`src/jdtm_pkg.sv`:
```
// ----------------------------------------------------------------------------
// jdtm_pkg
// Shared types and constants of the joystick differential thrust mixer.
// ----------------------------------------------------------------------------
package jdtm_pkg;

  // configuration register indexes
  localparam logic REG_MAX_DRIVE      = 1'b0;
  localparam logic REG_SECTOR_TANGENT = 1'b1;

  localparam logic [6:0]  MAX_DRIVE_RESET      = 7'd60;
  localparam logic [15:0] SECTOR_TANGENT_RESET = 16'd5721;

  // stick code span
  localparam logic [11:0] CODE_LO   = 12'd32;
  localparam logic [11:0] CODE_HI   = 12'd992;
  localparam logic [9:0]  CODE_SPAN = 10'd960;

  // ceil(2^24 / 15): floor(p / 15) for p below 2^20
  localparam logic [20:0] RECIP15 = 21'd1118482;

  localparam logic signed [11:0] NEUTRAL = 12'sd500;
  localparam logic [9:0]         POWER_MAX = 10'd1000;

  // pipeline stage map
  localparam int ST_SCALE     = 0;
  localparam int ST_RECIP     = 1;
  localparam int ST_DRIVE     = 2;
  localparam int ST_SQUARE    = 3;
  localparam int ST_MODE      = 4;
  localparam int ST_ROOT      = 5;
  localparam int ST_PROD      = 6;
  localparam int CORDIC_FIRST = 4;
  localparam int CORDIC_STEPS = 15;
  localparam int ST_ANGLE     = CORDIC_FIRST + CORDIC_STEPS;
  localparam int ST_DIVCHK    = ST_ANGLE + 1;
  localparam int DIV_FIRST    = ST_DIVCHK + 1;
  localparam int DIV_BITS     = 10;
  localparam int ST_FINAL     = DIV_FIRST + DIV_BITS;
  localparam int NSTG         = ST_FINAL + 1;

  // arctangent of 2^-i in Q2.14 radians
  localparam logic signed [15:0] ATAN_TAB [CORDIC_STEPS] = '{
    16'sd12868, 16'sd7596, 16'sd4014, 16'sd2037, 16'sd1023, 16'sd512, 16'sd256,
    16'sd128, 16'sd64, 16'sd32, 16'sd16, 16'sd8, 16'sd4, 16'sd2, 16'sd1
  };

  typedef enum logic [2:0] {
    MODE_Q1,
    MODE_Q2,
    MODE_Q3,
    MODE_Q4,
    MODE_CONE,
    MODE_STBD,
    MODE_PORT
  } mode_t;

  typedef struct packed {
    logic [6:0]  max_drive;
    logic [15:0] sector_tangent;
  } cfg_t;

  // everything an item carries down the pipeline
  typedef struct packed {
    logic               stop;
    logic [11:0]        xc;
    logic [11:0]        yc;
    logic [19:0]        px;
    logic [19:0]        py;
    logic [15:0]        qx;
    logic [15:0]        qy;
    logic signed [15:0] xd;
    logic signed [15:0] yd;
    logic [14:0]        ax;
    logic [14:0]        ay;
    logic [29:0]        xx;
    logic [29:0]        yy;
    logic [30:0]        tax;
    logic [30:0]        tay;
    logic [30:0]        s;
    logic signed [30:0] d;
    mode_t              mode;
    logic [7:0]         r;
    logic [37:0]        dprod;
    logic               dneg;
    logic signed [26:0] cx;
    logic signed [26:0] cy;
    logic signed [15:0] cz;
    logic [38:0]        a;
    logic [30:0]        dv;
    logic               neg;
    logic               ovf;
    logic               dz;
    logic [9:0]         q;
    logic [9:0]         left;
    logic [9:0]         right;
  } item_t;

endpackage

```
`src/jdtm_stage.sv`:
```
// ----------------------------------------------------------------------------
// jdtm_stage
// One register stage of the mixer pipeline; K selects the work it does.
// ----------------------------------------------------------------------------
module jdtm_stage #(
  parameter int K = 0
) (
  input  logic            clk,
  input  logic            rst,
  input  jdtm_pkg::cfg_t  cfg,
  input  jdtm_pkg::item_t up_item,
  input  logic            up_valid,
  output logic            up_ready,
  output jdtm_pkg::item_t dn_item,
  output logic            dn_valid,
  input  logic            dn_ready
);

  localparam int CI = (K >= jdtm_pkg::CORDIC_FIRST && K < jdtm_pkg::ST_ANGLE) ?
                      K - jdtm_pkg::CORDIC_FIRST : 0;
  localparam int DB = (K >= jdtm_pkg::DIV_FIRST && K < jdtm_pkg::ST_FINAL) ?
                      jdtm_pkg::DIV_BITS - 1 - (K - jdtm_pkg::DIV_FIRST) : 0;

  function automatic logic [9:0] clamp_code(input logic [11:0] c);
    if (c < jdtm_pkg::CODE_LO) return 10'd0;
    else if (c > jdtm_pkg::CODE_HI) return jdtm_pkg::CODE_SPAN;
    else return 10'(c - jdtm_pkg::CODE_LO);
  endfunction

  function automatic logic [7:0] isqrt15(input logic [14:0] v);
    logic [15:0] rem;
    logic [15:0] res;
    logic [15:0] bt;
    rem = {1'b0, v};
    res = '0;
    bt  = 16'h4000;
    for (int i = 0; i < 8; i++) begin
      if (rem >= res + bt) begin
        rem = rem - (res + bt);
        res = (res >> 1) + bt;
      end else begin
        res = res >> 1;
      end
      bt = bt >> 2;
    end
    return res[7:0];
  endfunction

  function automatic logic [9:0] sat_power(input logic signed [11:0] v);
    if (v < 0) return 10'd0;
    else if (v > $signed({2'b0, jdtm_pkg::POWER_MAX})) return jdtm_pkg::POWER_MAX;
    else return v[9:0];
  endfunction

  jdtm_pkg::item_t nx;

  always_comb begin
    logic [9:0]         dx;
    logic [9:0]         dy;
    logic [16:0]        mx;
    logic [16:0]        my;
    logic [40:0]        prx;
    logic [40:0]        pry;
    logic signed [16:0] sx;
    logic signed [16:0] sy;
    logic signed [15:0] vx;
    logic signed [15:0] vy;
    logic signed [15:0] num;
    logic               fa_in;
    logic               side_in;
    logic signed [30:0] dabs;
    logic signed [26:0] shx;
    logic signed [26:0] shy;
    logic signed [15:0] zabs;
    logic [22:0]        nm;
    logic [40:0]        sub;
    logic [9:0]         qa;
    logic               rnz;
    logic signed [11:0] qe;
    logic signed [11:0] qp;
    logic signed [11:0] fpos;
    logic signed [11:0] fneg;
    logic signed [11:0] rr;
    logic signed [11:0] lv;
    logic signed [11:0] rv;

    nx = up_item;
    dx = '0; dy = '0; mx = '0; my = '0; prx = '0; pry = '0;
    sx = '0; sy = '0; vx = '0; vy = '0; num = '0; fa_in = 1'b0; side_in = 1'b0;
    dabs = '0; shx = '0; shy = '0; zabs = '0; nm = '0; sub = '0;
    qa = '0; rnz = 1'b0; qe = '0; qp = '0; fpos = '0; fneg = '0; rr = '0;
    lv = '0; rv = '0;

    if (K == jdtm_pkg::ST_SCALE) begin
      // (code - 32) * max_drive * 8, the 512/960 scale split as 8/15
      dx = clamp_code(up_item.xc);
      dy = clamp_code(up_item.yc);
      mx = {7'b0, dx} * {10'b0, cfg.max_drive};
      my = {7'b0, dy} * {10'b0, cfg.max_drive};
      nx.px = {mx, 3'b0};
      nx.py = {my, 3'b0};
    end

    if (K == jdtm_pkg::ST_RECIP) begin
      prx = {21'b0, up_item.px} * {20'b0, jdtm_pkg::RECIP15};
      pry = {21'b0, up_item.py} * {20'b0, jdtm_pkg::RECIP15};
      nx.qx = prx[39:24];
      nx.qy = pry[39:24];
    end

    if (K == jdtm_pkg::ST_DRIVE) begin
      sx = $signed({1'b0, up_item.qx}) - $signed({2'b0, cfg.max_drive, 8'b0});
      sy = $signed({1'b0, up_item.qy}) - $signed({2'b0, cfg.max_drive, 8'b0});
      nx.xd = sx[15:0];
      nx.yd = sy[15:0];
    end

    if (K == jdtm_pkg::ST_SQUARE) begin
      vx = up_item.xd[15] ? -up_item.xd : up_item.xd;
      vy = up_item.yd[15] ? -up_item.yd : up_item.yd;
      nx.ax  = vx[14:0];
      nx.ay  = vy[14:0];
      nx.xx  = 30'(vx[14:0]) * 30'(vx[14:0]);
      nx.yy  = 30'(vy[14:0]) * 30'(vy[14:0]);
      nx.tax = 31'(cfg.sector_tangent) * 31'(vx[14:0]);
      nx.tay = 31'(cfg.sector_tangent) * 31'(vy[14:0]);
      // cone angle operands, mirrored into the upper half plane
      num   = up_item.yd[15] ? -up_item.xd : up_item.xd;
      nx.cx = {4'b0, vy[14:0], 8'b0};
      nx.cy = {{3{num[15]}}, num, 8'b0};
      nx.cz = '0;
    end

    if (K == jdtm_pkg::ST_MODE) begin
      nx.s = 31'(up_item.xx) + 31'(up_item.yy);
      nx.d = $signed({1'b0, up_item.yy}) - $signed({1'b0, up_item.xx});
      fa_in   = ({up_item.ax, 16'b0} <= up_item.tay);
      side_in = ({up_item.ay, 16'b0} <= up_item.tax);
      if (up_item.ax < up_item.ay && fa_in) begin
        nx.mode = jdtm_pkg::MODE_CONE;
      end else if (up_item.ay < up_item.ax && side_in) begin
        nx.mode = up_item.xd[15] ? jdtm_pkg::MODE_PORT : jdtm_pkg::MODE_STBD;
      end else if (!up_item.xd[15]) begin
        nx.mode = up_item.yd[15] ? jdtm_pkg::MODE_Q2 : jdtm_pkg::MODE_Q1;
      end else if (up_item.yd[15] || up_item.yd == 16'sd0) begin
        nx.mode = jdtm_pkg::MODE_Q3;
      end else begin
        nx.mode = jdtm_pkg::MODE_Q4;
      end
    end

    if (K == jdtm_pkg::ST_ROOT) begin
      nx.r = isqrt15(up_item.s[30:16]);
    end

    if (K == jdtm_pkg::ST_PROD) begin
      dabs     = up_item.d[30] ? -up_item.d : up_item.d;
      nx.dprod = 38'(up_item.r) * 38'(dabs[29:0]);
      nx.dneg  = up_item.d[30];
    end

    if (K >= jdtm_pkg::CORDIC_FIRST && K < jdtm_pkg::ST_ANGLE) begin
      shx = up_item.cx >>> CI;
      shy = up_item.cy >>> CI;
      if (up_item.cy > 27'sd0) begin
        nx.cx = up_item.cx + shy;
        nx.cy = up_item.cy - shx;
        nx.cz = up_item.cz + jdtm_pkg::ATAN_TAB[CI];
      end else if (up_item.cy < 27'sd0) begin
        nx.cx = up_item.cx - shy;
        nx.cy = up_item.cy + shx;
        nx.cz = up_item.cz - jdtm_pkg::ATAN_TAB[CI];
      end
    end

    if (K == jdtm_pkg::ST_ANGLE) begin
      // shared divider operands: r times cone angle over tangent or r*D over S
      zabs = up_item.cz[15] ? -up_item.cz : up_item.cz;
      nm   = 23'(up_item.r) * 23'(zabs[14:0]);
      if (up_item.mode == jdtm_pkg::MODE_CONE) begin
        nx.a   = {14'b0, nm, 2'b0};
        nx.neg = up_item.cz[15];
        nx.dv  = {15'b0, cfg.sector_tangent};
      end else begin
        nx.a   = {1'b0, up_item.dprod};
        nx.neg = up_item.dneg;
        nx.dv  = up_item.s;
      end
    end

    if (K == jdtm_pkg::ST_DIVCHK) begin
      nx.dz  = (up_item.dv == '0);
      nx.ovf = (up_item.dv != '0) && ({2'b0, up_item.a} >= {up_item.dv, 10'b0});
      nx.q   = '0;
    end

    if (K >= jdtm_pkg::DIV_FIRST && K < jdtm_pkg::ST_FINAL) begin
      sub = {10'b0, up_item.dv} << DB;
      if (!up_item.dz && !up_item.ovf && {2'b0, up_item.a} >= sub) begin
        nx.a     = up_item.a - sub[38:0];
        nx.q[DB] = 1'b1;
      end
    end

    if (K == jdtm_pkg::ST_FINAL) begin
      qa   = up_item.ovf ? 10'h3FF : up_item.q;
      rnz  = up_item.ovf || (!up_item.dz && up_item.a != '0);
      qp   = $signed({2'b0, qa});
      qe   = qp + $signed({11'b0, rnz});
      fpos = up_item.neg ? -qe : qp;
      fneg = up_item.neg ? qp : -qe;
      rr   = $signed({4'b0, up_item.r});
      unique case (up_item.mode)
        jdtm_pkg::MODE_Q1: begin
          lv = jdtm_pkg::NEUTRAL + rr;   rv = jdtm_pkg::NEUTRAL + fneg;
        end
        jdtm_pkg::MODE_Q2: begin
          lv = jdtm_pkg::NEUTRAL + fneg; rv = jdtm_pkg::NEUTRAL + rr;
        end
        jdtm_pkg::MODE_Q3: begin
          lv = jdtm_pkg::NEUTRAL + fpos; rv = jdtm_pkg::NEUTRAL - rr;
        end
        jdtm_pkg::MODE_Q4: begin
          lv = jdtm_pkg::NEUTRAL - rr;   rv = jdtm_pkg::NEUTRAL + fneg;
        end
        jdtm_pkg::MODE_CONE: begin
          lv = jdtm_pkg::NEUTRAL + fpos; rv = jdtm_pkg::NEUTRAL + fneg;
        end
        jdtm_pkg::MODE_STBD: begin
          lv = jdtm_pkg::NEUTRAL + rr;   rv = jdtm_pkg::NEUTRAL + rr;
        end
        jdtm_pkg::MODE_PORT: begin
          lv = jdtm_pkg::NEUTRAL - rr;   rv = jdtm_pkg::NEUTRAL - rr;
        end
        default: begin
          lv = jdtm_pkg::NEUTRAL;        rv = jdtm_pkg::NEUTRAL;
        end
      endcase
      if (up_item.stop) begin
        lv = jdtm_pkg::NEUTRAL;
        rv = jdtm_pkg::NEUTRAL;
      end
      nx.left  = sat_power(lv);
      nx.right = sat_power(rv);
    end
  end

  assign up_ready = !dn_valid || dn_ready;

  always_ff @(posedge clk) begin
    if (rst) begin
      dn_valid <= 1'b0;
    end else if (up_ready) begin
      dn_valid <= up_valid;
    end
  end

  always_ff @(posedge clk) begin
    if (up_ready && up_valid) begin
      dn_item <= nx;
    end
  end

endmodule

```
`config.mk`:
```
export PLATFORM = sky130hd
export DESIGN_NAME = jdtm_stage
export DESIGN_NICKNAME = d
export VERILOG_FILES = /design/src/jdtm_pkg.sv /design/src/jdtm_stage.sv
export SDC_FILE = /design/constraint.sdc
export NUM_CORES = 1
export LEC_CHECK = 0
export ABC_AREA = 1
export BUFFER_PORTS_ARGS = -buffer_cell sky130_fd_sc_hd__buf_2
export CORE_AREA = 2 2 449 451
export DETAILED_ROUTE_END_ITERATION = 6
export DIE_AREA = 0 0 451 453
export GPL_ROUTABILITY_DRIVEN = 0
export GPL_TIMING_DRIVEN = 0
export PLACE_DENSITY = 0.3
export SYNTH_ARGS = -nofsm -noshare
export SYNTH_HDL_FRONTEND = slang
export SYNTH_SLANG_ARGS = --single-unit
```
`constraint.sdc`:
```
create_clock -name clk -period 48 [get_ports clk]
set_input_delay 2.4 -clock clk [delete_from_list [all_inputs] [get_ports clk]]
set_output_delay 2.4 -clock clk [all_outputs]
set_load 0.005 [all_outputs]
```
=== Word-level counts from Yosys, hierarchy flattened ===
Index checks and enable logic that the tools add are counted.

* Add/sub/neg operators: 2
* Multipliers: 2
* Magnitude comparators: 4
* Multiplexer cells: 4
* Reductions and logical operators: 3

{| class="wikitable"
|+ Operators with widths
! cell !! count
|-
| $mux 10 || 4
|-
| $mul 10x7->17 || 2
|-
| $gt 12x10->1 const B || 2
|-
| $lt 12x6->1 const B || 2
|-
| $sub 10x6->10 const B || 2
|-
| $logic_and 1x1->1 || 1
|-
| $logic_not 1->1 || 1
|-
| $logic_or 1x1->1 || 1
|}

* Bits in registers: 561
* Bits of input ports: 593
* Logic and storage cells: 48

=== Depth between registers and ports, before layout ===
Gate-level depths: netlist of run 1.

* Depth in word-level cells: 4
* Mapped depth: 27
* Depth with buffers taken out: 26

=== Worst setup path after synthesis of run 1 ===
Ideal clock, no wire load.

* Path kind: in2reg
* Start point: in up_valid
* End point: reg dn_item[0] (netlist bit) (enable)
* Arrival time: 29.235 ns
* Path slack: 17.095 ns
* Stages: 2
* Path buffers: 0
* Cells stage by stage: inv_1 > a21oi_1

* Word-level cells in the longest chain between the ends: 1

{| class="wikitable"
|+ Ends and longest elaborated chain
! item !! RTL line !! RTL
|-
| start, declared || jdtm_stage.sv:12 || <nowiki>input logic up_valid,</nowiki>
|-
| $logic_and 1x1->1 || jdtm_stage.sv:259 || <nowiki>if (up_ready && up_valid) begin</nowiki>
|-
| end signal, assigned || jdtm_stage.sv:260 || <nowiki>dn_item <= nx;</nowiki>
|-
| end, declared || jdtm_stage.sv:14 || <nowiki>output jdtm_pkg::item_t dn_item,</nowiki>
|}

Every way passes these cells.
A chain may end at the register's enable or synchronous reset.

==> impl_metrics.json, run 1 <==
{
  "clk_latency_ns": 0.68,
  "fin_crit_ns": 6.63,
  "hold_viol": 0,
  "die_area_sq_um": 204000,
  "synth_top_area_share_pct": 75.9,
  "setup_viol_count_final": 0,
  "track_usage_pct": 11.3,
  "cts.clk_slew.worst_paths_ns": 0.06,
  "rsz0062_at_grt": "false",
  "async_reset_ff_share_pct": 0,
  "r2r_end": "dn_item[273]",
  "ir_worst_vdd_mv": 0.0241,
  "die_y_microns": 453,
  "worst_slew_pin_slew_ns": 0.956,
  "final_area_sq_um": 34100,
  "ys.flop_type": "edfxtp_1",
  "cts_sinks": 561,
  "htree_levels": 3,
  "yosysSeqAreaShare_pct": 76.0,
  "hold_class": "flop to flop",
  "drv_slew": 0,
  "avgSynthCellArea_sq_um": 16.6,
  "timing.rr.start": "dn_valid",
  "core_area_sq_um": 199000,
  "rows": 164,
  "finalPower_mw": 1.41,
  "routed_wl_microns": 120000,
  "nNetsFinal": 3283,
  "finalCoreUtilization_pct": 17.1,
  "critPathLaunchType": "input pin",
  "ys_warn_count": 0,
  "synth_most_common_cell": "edfxtp_1",
  "synth_cells": 1333,
  "synth_cell_type_count": 33,
  "cts.path.max_buffers": 3,
  "critPathRequiredTime_ns": 48.41,
  "fp.dieW_microns": 451,
  "arrival_ns": 7.05,
  "cp-endpoint": "dn_item[539]",
  "regToRegSetupSlack_ns": 45.18,
  "postPlaceCellArea_sq_um": 31600,
  "num_vias": 16000,
  "cts_buffers": 75,
  "power_density_nw_per_um2": 41.5,
  "drtAntennaViolNets": 0,
  "ys_ff_latch": 561,
  "synth_common_cells": "edfxtp_1, inv_1, nand2_1",
  "first_pass_iters": 4,
  "synth_top_cell_by_area": "edfxtp_1",
  "io_buffers": 1098,
  "hold_buffers": 0,
  "wl_per_cell_microns": 22.7,
  "post_cts_buffers": 0,
  "p_leak_nw": 14.5,
  "areaGrowthSynthToFinish_pct": 53.8,
  "remaining_drc_errors": 0,
  "viasPerCell": 3.03,
  "synth_edf_count": 560,
  "min_period_over_period_pct": 13.8,
  "worst-r2r-cell-count": 7,
  "outcome": "finished, final reports clean",
  "cts_resized": 0,
  "syn_area_sq_um": 22200,
  "tns_ns": 0,
  "grt_max_degree": 29,
  "grt_pass1_vias": 16200,
  "fmax_ghz": 0.151,
  "drtIter0Drc": 931,
  "overflow": 0,
  "hpwl_microns": 102000,
  "cts_tree": "done",
  "initial_core_util_pct": 11.1,
  "crit_fanout": 10,
  "criticalPathCategory": "input pin to flop",
  "cp-end-kind": "flop",
  "grt_antenna_before_repair": 120,
  "grt_pass1_wl_microns": 154000,
  "critPathLaunch": "cfg[21]",
  "synth_area_leaders": "edfxtp_1, fa_1, ha_1",
  "timing.slew.headroom_pct": 36.1,
  "drive_above_1_share_pct": 49.0,
  "cts_root_buffer": "clkbuf_16",
  "io_pins": 1161,
  "skew_ns": 0.0525,
  "drv_cap": 0
}
==> per-layer routing <==
metal	global-route usage, %	vias up	part of all wire [%]
met3	3.16	293	6.3
met1	10.6	7820	32
met4	3.93	12	3.9
li1	-	7103	-
met5	0	-	0.071
met2	22.8	747	58
==> per-stage QoR <==
stage                     worst slack [ns]  hold WS (ns)  instances
after global placement               -1.57         0.481       5092
after CTS                            41.32         0.540       5253
final                                41.37         0.536       5277
after global routing                 41.04         0.572       5262
after detailed placement             40.54         0.529       5117
after floorplan                      17.09         0.507       1338
==> flip-flops by register name, indices dropped and copies added (netlist names) <==
| name | cells |
|---|---|
| dn_valid | 1 |
| dn_item | 560 |
==> power by group <==
group	internal (mW)	total [mW]	leakage [nW]	switching, mW
registers	0.587	0.597	5.43	0.0101
clock network	0.333	0.575	1.19	0.243
logic	0.0950	0.242	7.84	0.147
==> final cells by class <==
| class | instances | area (sq um) |
|---|---|---|
| fillers | 22100 | 165000 |
| multi-input cells | 594 | 4610 |
| clock buffers | 94 | 1970 |
| repair buffers | 1123 | 6040 |
| clock inverters | 42 | 504 |
| plain buffers | 17 | 120 |
| inverters | 166 | 631 |
| diodes | 24 | 60.1 |
| flip-flops and latches | 561 | 16800 |
| well taps | 2656 | 3320 |
==> cells in the final DEF (no fill, tap or decap), types with 4 or more instances in the layout <==
master | netlist | routed
fa_1 | 78 | 78
conb_1 | 1 | 6
a21oi_1 | 20 | 19
nand3_1 | 42 | 42
clkbuf_16 | 0 | 76
buf_4 | 6 | 6
buf_12 | 0 | 19
xnor2_1 | 8 | 8
nand4_1 | 15 | 15
nor2_1 | 148 | 148
nand3_4 | 10 | 10
bufinv_16 | 0 | 7
clkbuf_1 | 7 | 25
xor2_1 | 10 | 10
nand2_2 | 5 | 5
buf_2 | 0 | 1098
clkinv_1 | 4 | 18
inv_1 | 157 | 157
clkinv_2 | 0 | 9
edfxtp_1 | 560 | 560
diode_2 | 0 | 24
ha_1 | 74 | 74
buf_16 | 0 | 6
nand2_1 | 157 | 157
nor3_1 | 4 | 4
==> cell families (layout without fill, tap and decap cells) <==
kind of cell / count (synthesis) / in the layout / share of synthesized area (%)
AO/OA/AOI/OAI: 25 / 25 / 0.638
XOR/XNOR: 18 / 18 / 0.711
adder cells (fa/ha/maj): 152 / 152 / 11.2
buffers and inverters: 183 / 1442 / 3.39
flip-flops: 561 / 561 / 76.0
other: 1 / 30 / 0.0169
AND/OR/NAND/NOR: 393 / 393 / 8.06
==> worst min-delay path by stage <==
| stage | start | end | slack [ns] | cells after the start |
|---|---|---|---|---|
| after floorplan | dn_valid | dn_valid | 0.51 | 2 |
| after CTS | dn_valid | dn_valid | 0.54 | 2 |
| after global routing | dn_valid | dn_valid | 0.57 | 2 |
| after global placement | dn_valid | dn_valid | 0.48 | 2 |
| final | dn_valid | dn_valid | 0.54 | 2 |
| after detailed placement | dn_valid | dn_valid | 0.53 | 2 |
==> critical path: stages <==
cell      delay [ns]
buf_2           0.21
inv_1           0.34
clkbuf_1        0.63
nor2_1          0.15
fa_1            0.52
fa_1            0.53
fa_1            0.54
inv_1           0.05
fa_1            0.58
inv_1           0.05
ha_1            0.36
nand2_1         0.10
inv_1           0.05
nand2_1         0.06
nand2_1         0.07
a21oi_1         0.18
nand2_1         0.07
nand2_1         0.06
nand2_1         0.08
Note: power is estimated with default switching activity, not from simulation.
==> inputs of run 2 (changes only) <==
- clock period: 48 -> 6 ns (I/O delays scaled with it)
==> run 2 against run 1 <==
Against the previous run:
- total power grew to 8.1 times the previous value
- sequential power increased to 8.0 times the previous value
- core utilization increased by 2.6 points
- global-route usage down 0.13 points
- register-to-register slack worse by 42 ns
- non-clock buffer count grew 529
- critical path type unchanged
- largest cell class unchanged
- clock skew rose by 0.0025 ns
- highest routed layer unchanged
- final area grew 15%
- final cell count is 9.9% higher
- largest power group unchanged
- critical path depth grew 8
- via count up 11%
- combinational power rose to 9.4 times the previous value
==> impl_metrics.json, run 2 (synthesis results as in run 1) <==
{
  "die_area_sq_um": 204000,
  "areaGrowthSynthToFinish_pct": 77.4,
  "min_from": "up_valid",
  "ir_worst_vdd_mv": 0.193,
  "max_flop_register": "dn_item",
  "drtAntennaViolNets": 0,
  "met1_usage_pct": 10.5,
  "cts_root_buffer": "clkbuf_16",
  "num_vias": 17800,
  "hpwl_microns": 99500,
  "track_usage_pct": 11.1,
  "grt_pass1_vias": 18500,
  "criticalPathCategory": "input pin to flop",
  "timing.slew.headroom_pct": 35.2,
  "cts.path.max_buffers": 3,
  "grt_antenna_before_repair": 88,
  "drive_above_1_share_pct": 40.7,
  "viasPerCell": 3.07,
  "clk_latency_ns": 0.70,
  "power_density_nw_per_um2": 292,
  "fp.dieW_microns": 451,
  "timing.rr.start": "dn_valid",
  "remaining_drc_errors": 0,
  "fmax_ghz": 0.194,
  "routed_wl_microns": 119000,
  "hold_viol": 0,
  "fin_crit_ns": 5.15,
  "outcome": "finished, final reports clean",
  "overflow": 0,
  "critPathLaunchType": "input pin",
  "nNetsFinal": 3813,
  "critPathLaunch": "up_item[547]",
  "worst_slew_pin_slew_ns": 0.972,
  "initial_core_util_pct": 11.1,
  "crit_fanout": 10,
  "cts_tree": "done",
  "reg_top3": "dn_item: 560 flops, dn_valid: 1 flops",
  "cts.clk_slew.worst_paths_ns": 0.06,
  "grt_max_degree": 29,
  "core_area_sq_um": 199000,
  "tns_ns": 0,
  "hold_class": "input pin to flop",
  "setup_viol_count_final": 0,
  "p_leak_nw": 16.6,
  "met2_usage_pct": 22.5,
  "grt_busiest_layer": "met2",
  "first_pass_iters": 4,
  "post_cts_buffers": 0,
  "htree_levels": 3,
  "min_period_over_period_pct": 85.9,
  "drv_cap": 0,
  "cp-end-kind": "flop",
  "drv_slew": 0,
  "io_pins": 1161,
  "use_met3_pct": 2.94,
  "final_common_cell": "buf_2",
  "cts_buffers": 76,
  "critPathRequiredTime_ns": 6.42,
  "arrival_ns": 5.58,
  "largest_reg_flops": 560,
  "rsz0062_at_grt": "false",
  "finalPower_mw": 11.5,
  "io_buffers": 1098,
  "grt_pass1_wl_microns": 156000,
  "wl_per_cell_microns": 20.5,
  "rows": 164,
  "skew_ns": 0.0550,
  "drtIter0Drc": 958,
  "cts_sinks": 561,
  "fillerInstances": 21900,
  "final_cell_mix": "buf_2, edfxtp_1, dlygate4sd3_1, inv_1, nand2_1",
  "die_y_microns": 453
}
run 2: cell count changes in the layout (fill, tap and decap cells not counted):
cell	previous run	this run
buf_12	19	18
buf_16	6	8
bufinv_16	7	3
clkbuf_1	25	19
clkinv_1	18	24
clkinv_16	3	4
clkinv_2	9	10
clkinv_4	3	2
clkinvlp_4	2	5
dfxtp_1	1	0
dfxtp_2	0	1
diode_2	24	16
dlygate4sd3_1	0	528
inv_6	2	1
run 2: final cells by class:
cell class / instances / area, sq um / area share [%]
Buffer: 17 / 120 / 0.306
Antenna cell: 16 / 40.0 / 0.102
Clock inverter: 47 / 447 / 1.14
Sequential cell: 561 / 16800 / 42.8
Inverter: 166 / 631 / 1.60
Timing Repair Buffer: 1652 / 11400 / 28.9
Clock buffer: 88 / 1950 / 4.95
Tap cell: 2656 / 3320 / 8.45
Multi-Input combinational cell: 594 / 4610 / 11.7
run 2: final timing paths:
check             slack (ns)            to  depth (start not counted)
setup / recovery        0.85  dn_item[520]                         27
hold / removal          0.12  dn_item[176]                          3
setup reg to reg        3.16  dn_item[272]                          9
hold reg to reg         0.70  dn_item[176]                          1
run 2: what timing repair did:
item,4_1_cts,5_1_grt
endpoints found under the hold margin,527,0
resized for setup,0,0
hold buffers,528,0
run 2: critical path, cell delays in order:
cell,delay (ns)
dlygate4sd3_1,0.68
buf_2,0.22
ha_1,0.15
inv_1,0.04
nor2_1,0.08
nand3_1,0.10
nand2_2,0.13
nand2_2,0.11
inv_4,0.10
buf_8,0.14
nand3_4,0.13
nor2_1,0.20
fa_1,0.45
fa_1,0.53
fa_1,0.57
inv_1,0.06
fa_1,0.53
inv_1,0.05
ha_1,0.35
nand2_1,0.09
nand2_1,0.07
nand2_1,0.06
nand2_1,0.07
a21oi_1,0.17
nand2_1,0.07
nand2_1,0.06
nand2_1,0.06
run 2: power breakdown:
group          internal [mW]  leakage, nW  switching (mW)
clock                   2.48         1.15            1.95
combinational          0.989         10.1            1.28
sequential              4.69         5.43          0.0767
run 2: per-layer routing:
metal,vias to the layer above,part of all wire [%]
met4,10,4.0
li1,8148,-
met3,265,5.6
met5,-,0.10
met1,8628,33
met2,741,57
run 2: through the flow:
stage | setup slack, ns | hold WS, ns | utilization (%) | instance area [sq um] | std cells
detailed placement | 0.636 | 0.453 | 15.9 | 31600 | 5118
global placement | -10.37 | 0.452 | 15.6 | 31000 | 5092
CTS | 0.804 | 0.0275 | 19.7 | 39300 | 5781
floorplan | -4.19 | 0.362 | - | 22200 | 1338
global route | 0.450 | 0.0671 | 19.7 | 39300 | 5791
finish | 0.846 | 0.117 | 19.7 | 39300 | 5797
